## src/coordinate_deque_with_search_defines.svh

```systemverilog
// Assertion macros shared by the coordinate deque RTL.
// Included by the modules that carry concurrent assertions; no other dependencies.
`ifndef COORDINATE_DEQUE_WITH_SEARCH_DEFINES_SVH
`define COORDINATE_DEQUE_WITH_SEARCH_DEFINES_SVH

// The consequent must hold in the same cycle as the antecedent.
`define CDQ_ASSERT_SAME(label, clk, rst, ante, cons, msg) \
   label: assert property (@(posedge clk) disable iff (rst) (ante) |-> (cons)) else $error(msg);

// The consequent must hold in the cycle after the antecedent.
`define CDQ_ASSERT_NEXT(label, clk, rst, ante, cons, msg) \
   label: assert property (@(posedge clk) disable iff (rst) (ante) |=> (cons)) else $error(msg);

`endif

```

## src/cdq_pkg.sv

```systemverilog
// Package for the coordinate deque: default parameters, field widths, command,
// status and state codes, and the result structure. No dependencies.
`default_nettype none

package cdq_pkg;

   localparam int DEPTH_DEF      = 256;
   localparam int COORD_BITS_DEF = 8;

   localparam int CMD_W      = 3;
   localparam int COORD_W    = 8;
   localparam int STATUS_W   = 2;
   localparam int POS_W      = 8;
   localparam int LEN_W      = 9;
   localparam int REQ_DATA_W = 2 * COORD_W;
   localparam int RSP_DATA_W = 24;

   typedef enum logic [CMD_W-1:0] {
      CMD_PUSH_BACK   = 3'd0,
      CMD_PUSH_FRONT  = 3'd1,
      CMD_POP_FRONT   = 3'd2,
      CMD_POP_BACK    = 3'd3,
      CMD_SEARCH      = 3'd4,
      CMD_SEARCH_SKIP = 3'd5
   } cmd_type;

   typedef enum logic [STATUS_W-1:0] {
      STATUS_DONE  = 2'd0,
      STATUS_FULL  = 2'd1,
      STATUS_EMPTY = 2'd2
   } status_type;

   typedef enum logic [1:0] {
      ST_IDLE   = 2'd0,
      ST_SEARCH = 2'd1,
      ST_RESULT = 2'd2
   } state_type;

   typedef struct packed {
      logic [LEN_W-1:0] length;
      logic [POS_W-1:0] position;
      logic             found;
      status_type       status;
   } res_type;

endpackage

`default_nettype wire

```

## src/cdq_ring_alu.sv

```systemverilog
// Shared ring address unit: adds an offset to the head index modulo DEPTH.
// Used for every push, pop and search address. No dependencies.
`default_nettype none

module cdq_ring_alu #(
   parameter int DEPTH = 256
) (
   input  wire logic [$clog2(DEPTH)-1:0]   base,
   input  wire logic [$clog2(DEPTH+1)-1:0] offset,
   output logic      [$clog2(DEPTH)-1:0]   addr
);

   localparam int IDX_W = $clog2(DEPTH);
   localparam int CNT_W = $clog2(DEPTH + 1);
   localparam int SUM_W = CNT_W + 1;

   logic [SUM_W-1:0] sum;
   logic [SUM_W-1:0] wrapped;

   always_comb begin
      sum = SUM_W'(base) + SUM_W'(offset);
      if (sum >= SUM_W'(DEPTH)) begin
         wrapped = sum - SUM_W'(DEPTH);
      end else begin
         wrapped = sum;
      end
      addr = wrapped[IDX_W-1:0];
   end

endmodule

`default_nettype wire

```

## src/cdq_seq.sv

```systemverilog
// Sequencer of the coordinate deque: head and count registers, push and pop
// handling, and the one-entry-per-cycle search loop. Uses cdq_pkg, cdq_ring_alu
// and the assertion macros header.
`default_nettype none
`include "coordinate_deque_with_search_defines.svh"

module cdq_seq #(
   parameter int DEPTH      = cdq_pkg::DEPTH_DEF,
   parameter int COORD_BITS = cdq_pkg::COORD_BITS_DEF,
   parameter int STORE_W    = (COORD_BITS < cdq_pkg::COORD_W) ? COORD_BITS : cdq_pkg::COORD_W
) (
   input  wire logic                         clock,
   input  wire logic                         reset,
   input  wire logic                         req_valid,
   output logic                              req_ready,
   input  wire logic [cdq_pkg::CMD_W-1:0]    cmd_bits,
   input  wire logic [cdq_pkg::COORD_W-1:0]  coord_x,
   input  wire logic [cdq_pkg::COORD_W-1:0]  coord_y,
   output logic                              res_valid,
   input  wire logic                         res_ready,
   output cdq_pkg::res_type                  res,
   output logic                              mem_wr_en,
   output logic      [$clog2(DEPTH)-1:0]     mem_wr_addr,
   output logic      [2*STORE_W-1:0]         mem_wr_data,
   output logic                              mem_rd_en,
   output logic      [$clog2(DEPTH)-1:0]     mem_rd_addr,
   input  wire logic [2*STORE_W-1:0]         mem_rd_data
);

   localparam int IDX_W  = $clog2(DEPTH);
   localparam int CNT_W  = $clog2(DEPTH + 1);
   localparam int WIDE_W = CNT_W + cdq_pkg::LEN_W;

   cdq_pkg::state_type  state_ff, state_in;
   logic [IDX_W-1:0]    head_ff, head_in;
   logic [CNT_W-1:0]    count_ff, count_in;
   logic [STORE_W-1:0]  key_x_ff, key_x_in;
   logic [STORE_W-1:0]  key_y_ff, key_y_in;
   logic [CNT_W-1:0]    scan_ff, scan_in;
   logic                cmp_vld_ff, cmp_vld_in;
   logic [CNT_W-1:0]    cmp_pos_ff, cmp_pos_in;
   cdq_pkg::status_type res_status_ff, res_status_in;
   logic                res_found_ff, res_found_in;
   logic [CNT_W-1:0]    res_pos_ff, res_pos_in;

   cdq_pkg::cmd_type    cmd;
   logic [CNT_W-1:0]    ring_off;
   logic [IDX_W-1:0]    ring_addr;
   logic                full;
   logic                empty;
   logic                match;
   logic [WIDE_W-1:0]   pos_wide;
   logic [WIDE_W-1:0]   len_wide;

   cdq_ring_alu #(
      .DEPTH (DEPTH)
   ) u_ring_alu (
      .base   (head_ff),
      .offset (ring_off),
      .addr   (ring_addr)
   );

   always_ff @(posedge clock) begin
      if (reset) begin
         state_ff   <= cdq_pkg::ST_IDLE;
         head_ff    <= '0;
         count_ff   <= '0;
         cmp_vld_ff <= 1'b0;
      end else begin
         state_ff   <= state_in;
         head_ff    <= head_in;
         count_ff   <= count_in;
         cmp_vld_ff <= cmp_vld_in;
      end
   end

   always_ff @(posedge clock) begin
      key_x_ff      <= key_x_in;
      key_y_ff      <= key_y_in;
      scan_ff       <= scan_in;
      cmp_pos_ff    <= cmp_pos_in;
      res_status_ff <= res_status_in;
      res_found_ff  <= res_found_in;
      res_pos_ff    <= res_pos_in;
   end

   always_comb begin
      cmd   = cdq_pkg::cmd_type'(cmd_bits);
      full  = (count_ff == CNT_W'(DEPTH));
      empty = (count_ff == '0);
      match = cmp_vld_ff && (mem_rd_data == {key_y_ff, key_x_ff});

      state_in      = state_ff;
      head_in       = head_ff;
      count_in      = count_ff;
      key_x_in      = key_x_ff;
      key_y_in      = key_y_ff;
      scan_in       = scan_ff;
      cmp_vld_in    = cmp_vld_ff;
      cmp_pos_in    = cmp_pos_ff;
      res_status_in = res_status_ff;
      res_found_in  = res_found_ff;
      res_pos_in    = res_pos_ff;

      req_ready   = 1'b0;
      res_valid   = 1'b0;
      ring_off    = scan_ff;
      mem_wr_en   = 1'b0;
      mem_wr_addr = ring_addr;
      mem_wr_data = {coord_y[STORE_W-1:0], coord_x[STORE_W-1:0]};
      mem_rd_en   = 1'b0;
      mem_rd_addr = ring_addr;

      case (state_ff)
         cdq_pkg::ST_IDLE: begin
            req_ready = 1'b1;
            case (cmd)
               cdq_pkg::CMD_PUSH_BACK:  ring_off = count_ff;
               cdq_pkg::CMD_PUSH_FRONT: ring_off = CNT_W'(DEPTH - 1);
               cdq_pkg::CMD_POP_FRONT:  ring_off = CNT_W'(1);
               default:                 ring_off = count_ff;
            endcase
            if (req_valid) begin
               res_status_in = cdq_pkg::STATUS_DONE;
               res_found_in  = 1'b0;
               res_pos_in    = '0;
               state_in      = cdq_pkg::ST_RESULT;
               case (cmd)
                  cdq_pkg::CMD_PUSH_BACK: begin
                     if (full) begin
                        res_status_in = cdq_pkg::STATUS_FULL;
                     end else begin
                        mem_wr_en = 1'b1;
                        count_in  = count_ff + CNT_W'(1);
                     end
                  end
                  cdq_pkg::CMD_PUSH_FRONT: begin
                     if (full) begin
                        res_status_in = cdq_pkg::STATUS_FULL;
                     end else begin
                        mem_wr_en = 1'b1;
                        head_in   = ring_addr;
                        count_in  = count_ff + CNT_W'(1);
                     end
                  end
                  cdq_pkg::CMD_POP_FRONT: begin
                     if (empty) begin
                        res_status_in = cdq_pkg::STATUS_EMPTY;
                     end else begin
                        count_in = count_ff - CNT_W'(1);
                        head_in  = (count_ff == CNT_W'(1)) ? '0 : ring_addr;
                     end
                  end
                  cdq_pkg::CMD_POP_BACK: begin
                     if (empty) begin
                        res_status_in = cdq_pkg::STATUS_EMPTY;
                     end else begin
                        count_in = count_ff - CNT_W'(1);
                        if (count_ff == CNT_W'(1)) begin
                           head_in = '0;
                        end
                     end
                  end
                  cdq_pkg::CMD_SEARCH, cdq_pkg::CMD_SEARCH_SKIP: begin
                     key_x_in   = coord_x[STORE_W-1:0];
                     key_y_in   = coord_y[STORE_W-1:0];
                     scan_in    = (cmd == cdq_pkg::CMD_SEARCH_SKIP) ? CNT_W'(1) : '0;
                     cmp_vld_in = 1'b0;
                     state_in   = cdq_pkg::ST_SEARCH;
                  end
                  default: begin
                     res_status_in = cdq_pkg::STATUS_DONE;
                  end
               endcase
            end
         end
         cdq_pkg::ST_SEARCH: begin
            if (match) begin
               res_found_in = 1'b1;
               res_pos_in   = cmp_pos_ff;
               cmp_vld_in   = 1'b0;
               state_in     = cdq_pkg::ST_RESULT;
            end else if (scan_ff < count_ff) begin
               mem_rd_en  = 1'b1;
               cmp_vld_in = 1'b1;
               cmp_pos_in = scan_ff;
               scan_in    = scan_ff + CNT_W'(1);
            end else begin
               cmp_vld_in = 1'b0;
               state_in   = cdq_pkg::ST_RESULT;
            end
         end
         cdq_pkg::ST_RESULT: begin
            res_valid = 1'b1;
            if (res_ready) begin
               state_in = cdq_pkg::ST_IDLE;
            end
         end
         default: begin
            state_in = cdq_pkg::ST_IDLE;
         end
      endcase

      pos_wide     = WIDE_W'(res_pos_ff);
      len_wide     = WIDE_W'(count_ff);
      res.status   = res_status_ff;
      res.found    = res_found_ff;
      res.position = pos_wide[cdq_pkg::POS_W-1:0];
      res.length   = len_wide[cdq_pkg::LEN_W-1:0];
   end

   `CDQ_ASSERT_SAME(a_count_bound, clock, reset, 1'b1, count_ff <= CNT_W'(DEPTH), "Entry count exceeds depth.")
   `CDQ_ASSERT_SAME(a_empty_head, clock, reset, count_ff == '0, head_ff == '0, "Empty queue with nonzero head.")
   `CDQ_ASSERT_SAME(a_cmp_in_range, clock, reset, (state_ff == cdq_pkg::ST_SEARCH) && cmp_vld_ff, cmp_pos_ff < count_ff, "Compared entry is not live.")
   `CDQ_ASSERT_NEXT(a_full_push, clock, reset, req_valid && req_ready && full && ((cmd == cdq_pkg::CMD_PUSH_BACK) || (cmd == cdq_pkg::CMD_PUSH_FRONT)), $stable(count_ff) && $stable(head_ff), "Refused push changed the queue.")
   `CDQ_ASSERT_NEXT(a_accept_busy, clock, reset, req_valid && req_ready, state_ff != cdq_pkg::ST_IDLE, "Accepted transaction left the sequencer idle.")

endmodule

`default_nettype wire

```

## config.mk

```make
export PLATFORM = sky130hd
export DESIGN_NAME = cdq_seq
export DESIGN_NICKNAME = d
export VERILOG_FILES = /design/src/cdq_pkg.sv /design/src/cdq_ring_alu.sv /design/src/cdq_seq.sv
export VERILOG_INCLUDE_DIRS = /design/src /design/src/src
export SDC_FILE = /design/constraint.sdc
export NUM_CORES = 1
export LEC_CHECK = 0
export ABC_AREA = 1
export BUFFER_PORTS_ARGS = -buffer_cell sky130_fd_sc_hd__buf_2
export CAP_MARGIN = 10
export CORE_ASPECT_RATIO = 1.4
export CORE_UTILIZATION = 46
export DETAILED_ROUTE_END_ITERATION = 10
export PLACE_DENSITY = 0.7
export SLEW_MARGIN = 20
export SYNTH_ARGS = -nofsm -noshare
export SYNTH_HDL_FRONTEND = slang
export SYNTH_HIERARCHICAL = 1
export SYNTH_SLANG_ARGS = --single-unit
```

## constraint.sdc

```tcl
create_clock -name clock -period 6.95 [get_ports clock]
set_clock_uncertainty 0.15 [all_clocks]
set_input_delay 1.39 -clock clock [delete_from_list [all_inputs] [get_ports clock]]
set_output_delay 1.39 -clock clock [all_outputs]
set_load 0.05 [all_outputs]
```

==> impl_metrics.ini <==
[global_route]
grt_overflow_total = 0
grt_max_degree = 20
grt_pass1_wl_um = 15300
grt_pass1_vias = 3326
antenna_found_initial = 0
track_usage = 0.218

[floorplanning]
rows = 40
start_util = 0.478
die_h_um = 115
io_pins = 95
die_area_sq_um = 9440
coreArea_sq_um = 8710
die_x_um = 82.4

[routing]
drc_errors = 0
drtAntennaViolNets = 0
wirelength_um = 9630
vias = 3536
viasPerCell = 4.90
wire_per_inst_um = 13.3
first_pass_iters = 4
drt_iter0_markers = 180

[logic_synthesis]
avgSynthCellArea_sq_um = 7.74
synth_fp_nets = 598
netlist_area_sq_um = 4170
yosysWarnings = 6
syn_inst = 538

[finish]
diodes = 0
drive_gt1_frac = 0.232
syn_to_final_growth_pct = 17.1
fill_cells = 853
nets = 672

[worst_setup_path]
start_kind = input pin
cp_slowest_cell = fa_1
worst-path-max-fanout = 11
critPathRequiredTime_ns = 5.41
max_stage_delay_ns = 0.39
cp_top_family = buffers and inverters
end_kind = output port
cp_cell_sequence = buf_2, inv_2, nand2_2, inv_1, nand2_2, a31oi_1, ha_1, inv_1, fa_1, inv_1, nand2_1, nand2_1, nand2_1, xnor2_1, buf_2
critPathBufInv = 6
arrival_ns = 3.82
critPathKind = in2out

[clocking]
htree_levels = 3
clock_path_buffers = 2
clkSinkCount = 64
cts-hold-fix-buffers = 0
clkTransAtPathRegs_ns = 0.05
cts_buffers = 9
cts-resized-gates = 0
cts_tree = yes
root_buffer = clkbuf_16
cts_setup_buffers = 0
clock_latency_ns = 0.33

[sta]
rsz0062_at_grt = false
relSlewSlack = 0.571
hold_viol = 0
worst_slew_pin_slew_ns = 0.642
holdWs_ns = 0.343
report.final.slew_viol_count = 0
min_period_ns = 5.36
setup_viol = 0
period_share = 0.772
clock.fmax_mhz = 186
final.setup.tns_ns = 0

[power_and_ir_drop]
powerDensity_nw_per_um2 = 264
leakagePower_nw = 2.47
ir_drop_mv = 0.154

[place]
place.gp.congestion = 0.967
hpwl_um = 7410
placement.io_buffers = 94

[min_path]
worstHoldPathType = reg2reg

[status]
outcome = finished, final reports clean

[flow_run]
cap_violations = 0
sequential cells by signal (all words and copies together), names as in the netlist:
signal,flops
cmp_pos_ff,8
cmp_vld_ff,1
count_ff,9
head_ff,8
key_x_ff,8
key_y_ff,8
res_found_ff,1
res_pos_ff,8
res_status_ff,2
scan_ff,9
state_ff,2
routing by layer:
metal | track usage | vias to the layer above | wire [um]
met5 | 0 | - | 0
met4 | 0.0982 | 0 | 227
met3 | 0.0351 | 16 | 362
met2 | 0.398 | 86 | 5100
met1 | 0.241 | 1611 | 3940
li1 | - | 1823 | -
final timing paths:
path	from	end	slack, ns	cells past startpoint
setup / recovery	cmd_bits[2]	mem_wr_addr[4]	1.59	15
hold / removal	head_ff[2]	head_ff[2]	0.34	2
setup reg to reg	state_ff[0]	head_ff[4]	4.30	16
hold reg to reg	head_ff[2]	head_ff[2]	0.34	2
tightest hold or removal path: cells and delay by family, from the launching register on:
kind | cells | cell delay [ns]
simple gates | 1 | 0.08
compound gates | 1 | 0.04
flops | 1 | 0.33
final cells by class:
| cell class | count | area (sq um) | area share |
|---|---|---|---|
| clock inverters | 4 | 55.1 | 0.0113 |
| multi-input cells | 351 | 1860 | 0.381 |
| inverters | 90 | 338 | 0.0693 |
| flip-flops and latches | 64 | 1720 | 0.353 |
| repair buffers | 96 | 485 | 0.0995 |
| clock buffers | 12 | 289 | 0.0593 |
| well taps | 105 | 131 | 0.0269 |
power by group:
group / internal, W / switching [W] / total [W]
combinational: 0.0000901 / 0.000257 / 0.000347
sequential: 0.000424 / 0.0000140 / 0.000438
clock: 0.000333 / 0.000169 / 0.000502
total: 0.000847 / 0.000440 / 0.00129
stage by stage:
| step | cells | setup slack [ns] | util | total power [W] | area (sq um) |
|---|---|---|---|---|---|
| floorplan | 538 | 1.32 | - | 0.000737 | 4170 |
| global placement | 706 | 1.70 | 0.521 | 0.000788 | 4530 |
| detailed placement | 706 | 1.63 | 0.521 | 0.000793 | 4530 |
| CTS | 722 | 1.57 | 0.560 | 0.00130 | 4880 |
| global route | 722 | 1.39 | 0.560 | 0.00134 | 4880 |
| finish | 722 | 1.59 | 0.560 | 0.00129 | 4880 |
layout by cell type, fill, tap and decap left out, drive strengths merged, types with 5 or more instances in the layout:
master    n
nand3    28
buf      96
a21oi    27
nand2   148
xnor2     6
edfxtp   44
nor2     73
o21ai    18
xor2      6
ha       20
inv      90
dfxtp    20
a22oi     5
clkbuf   12
nor3      7
Power figures use the tool's default switching activity.
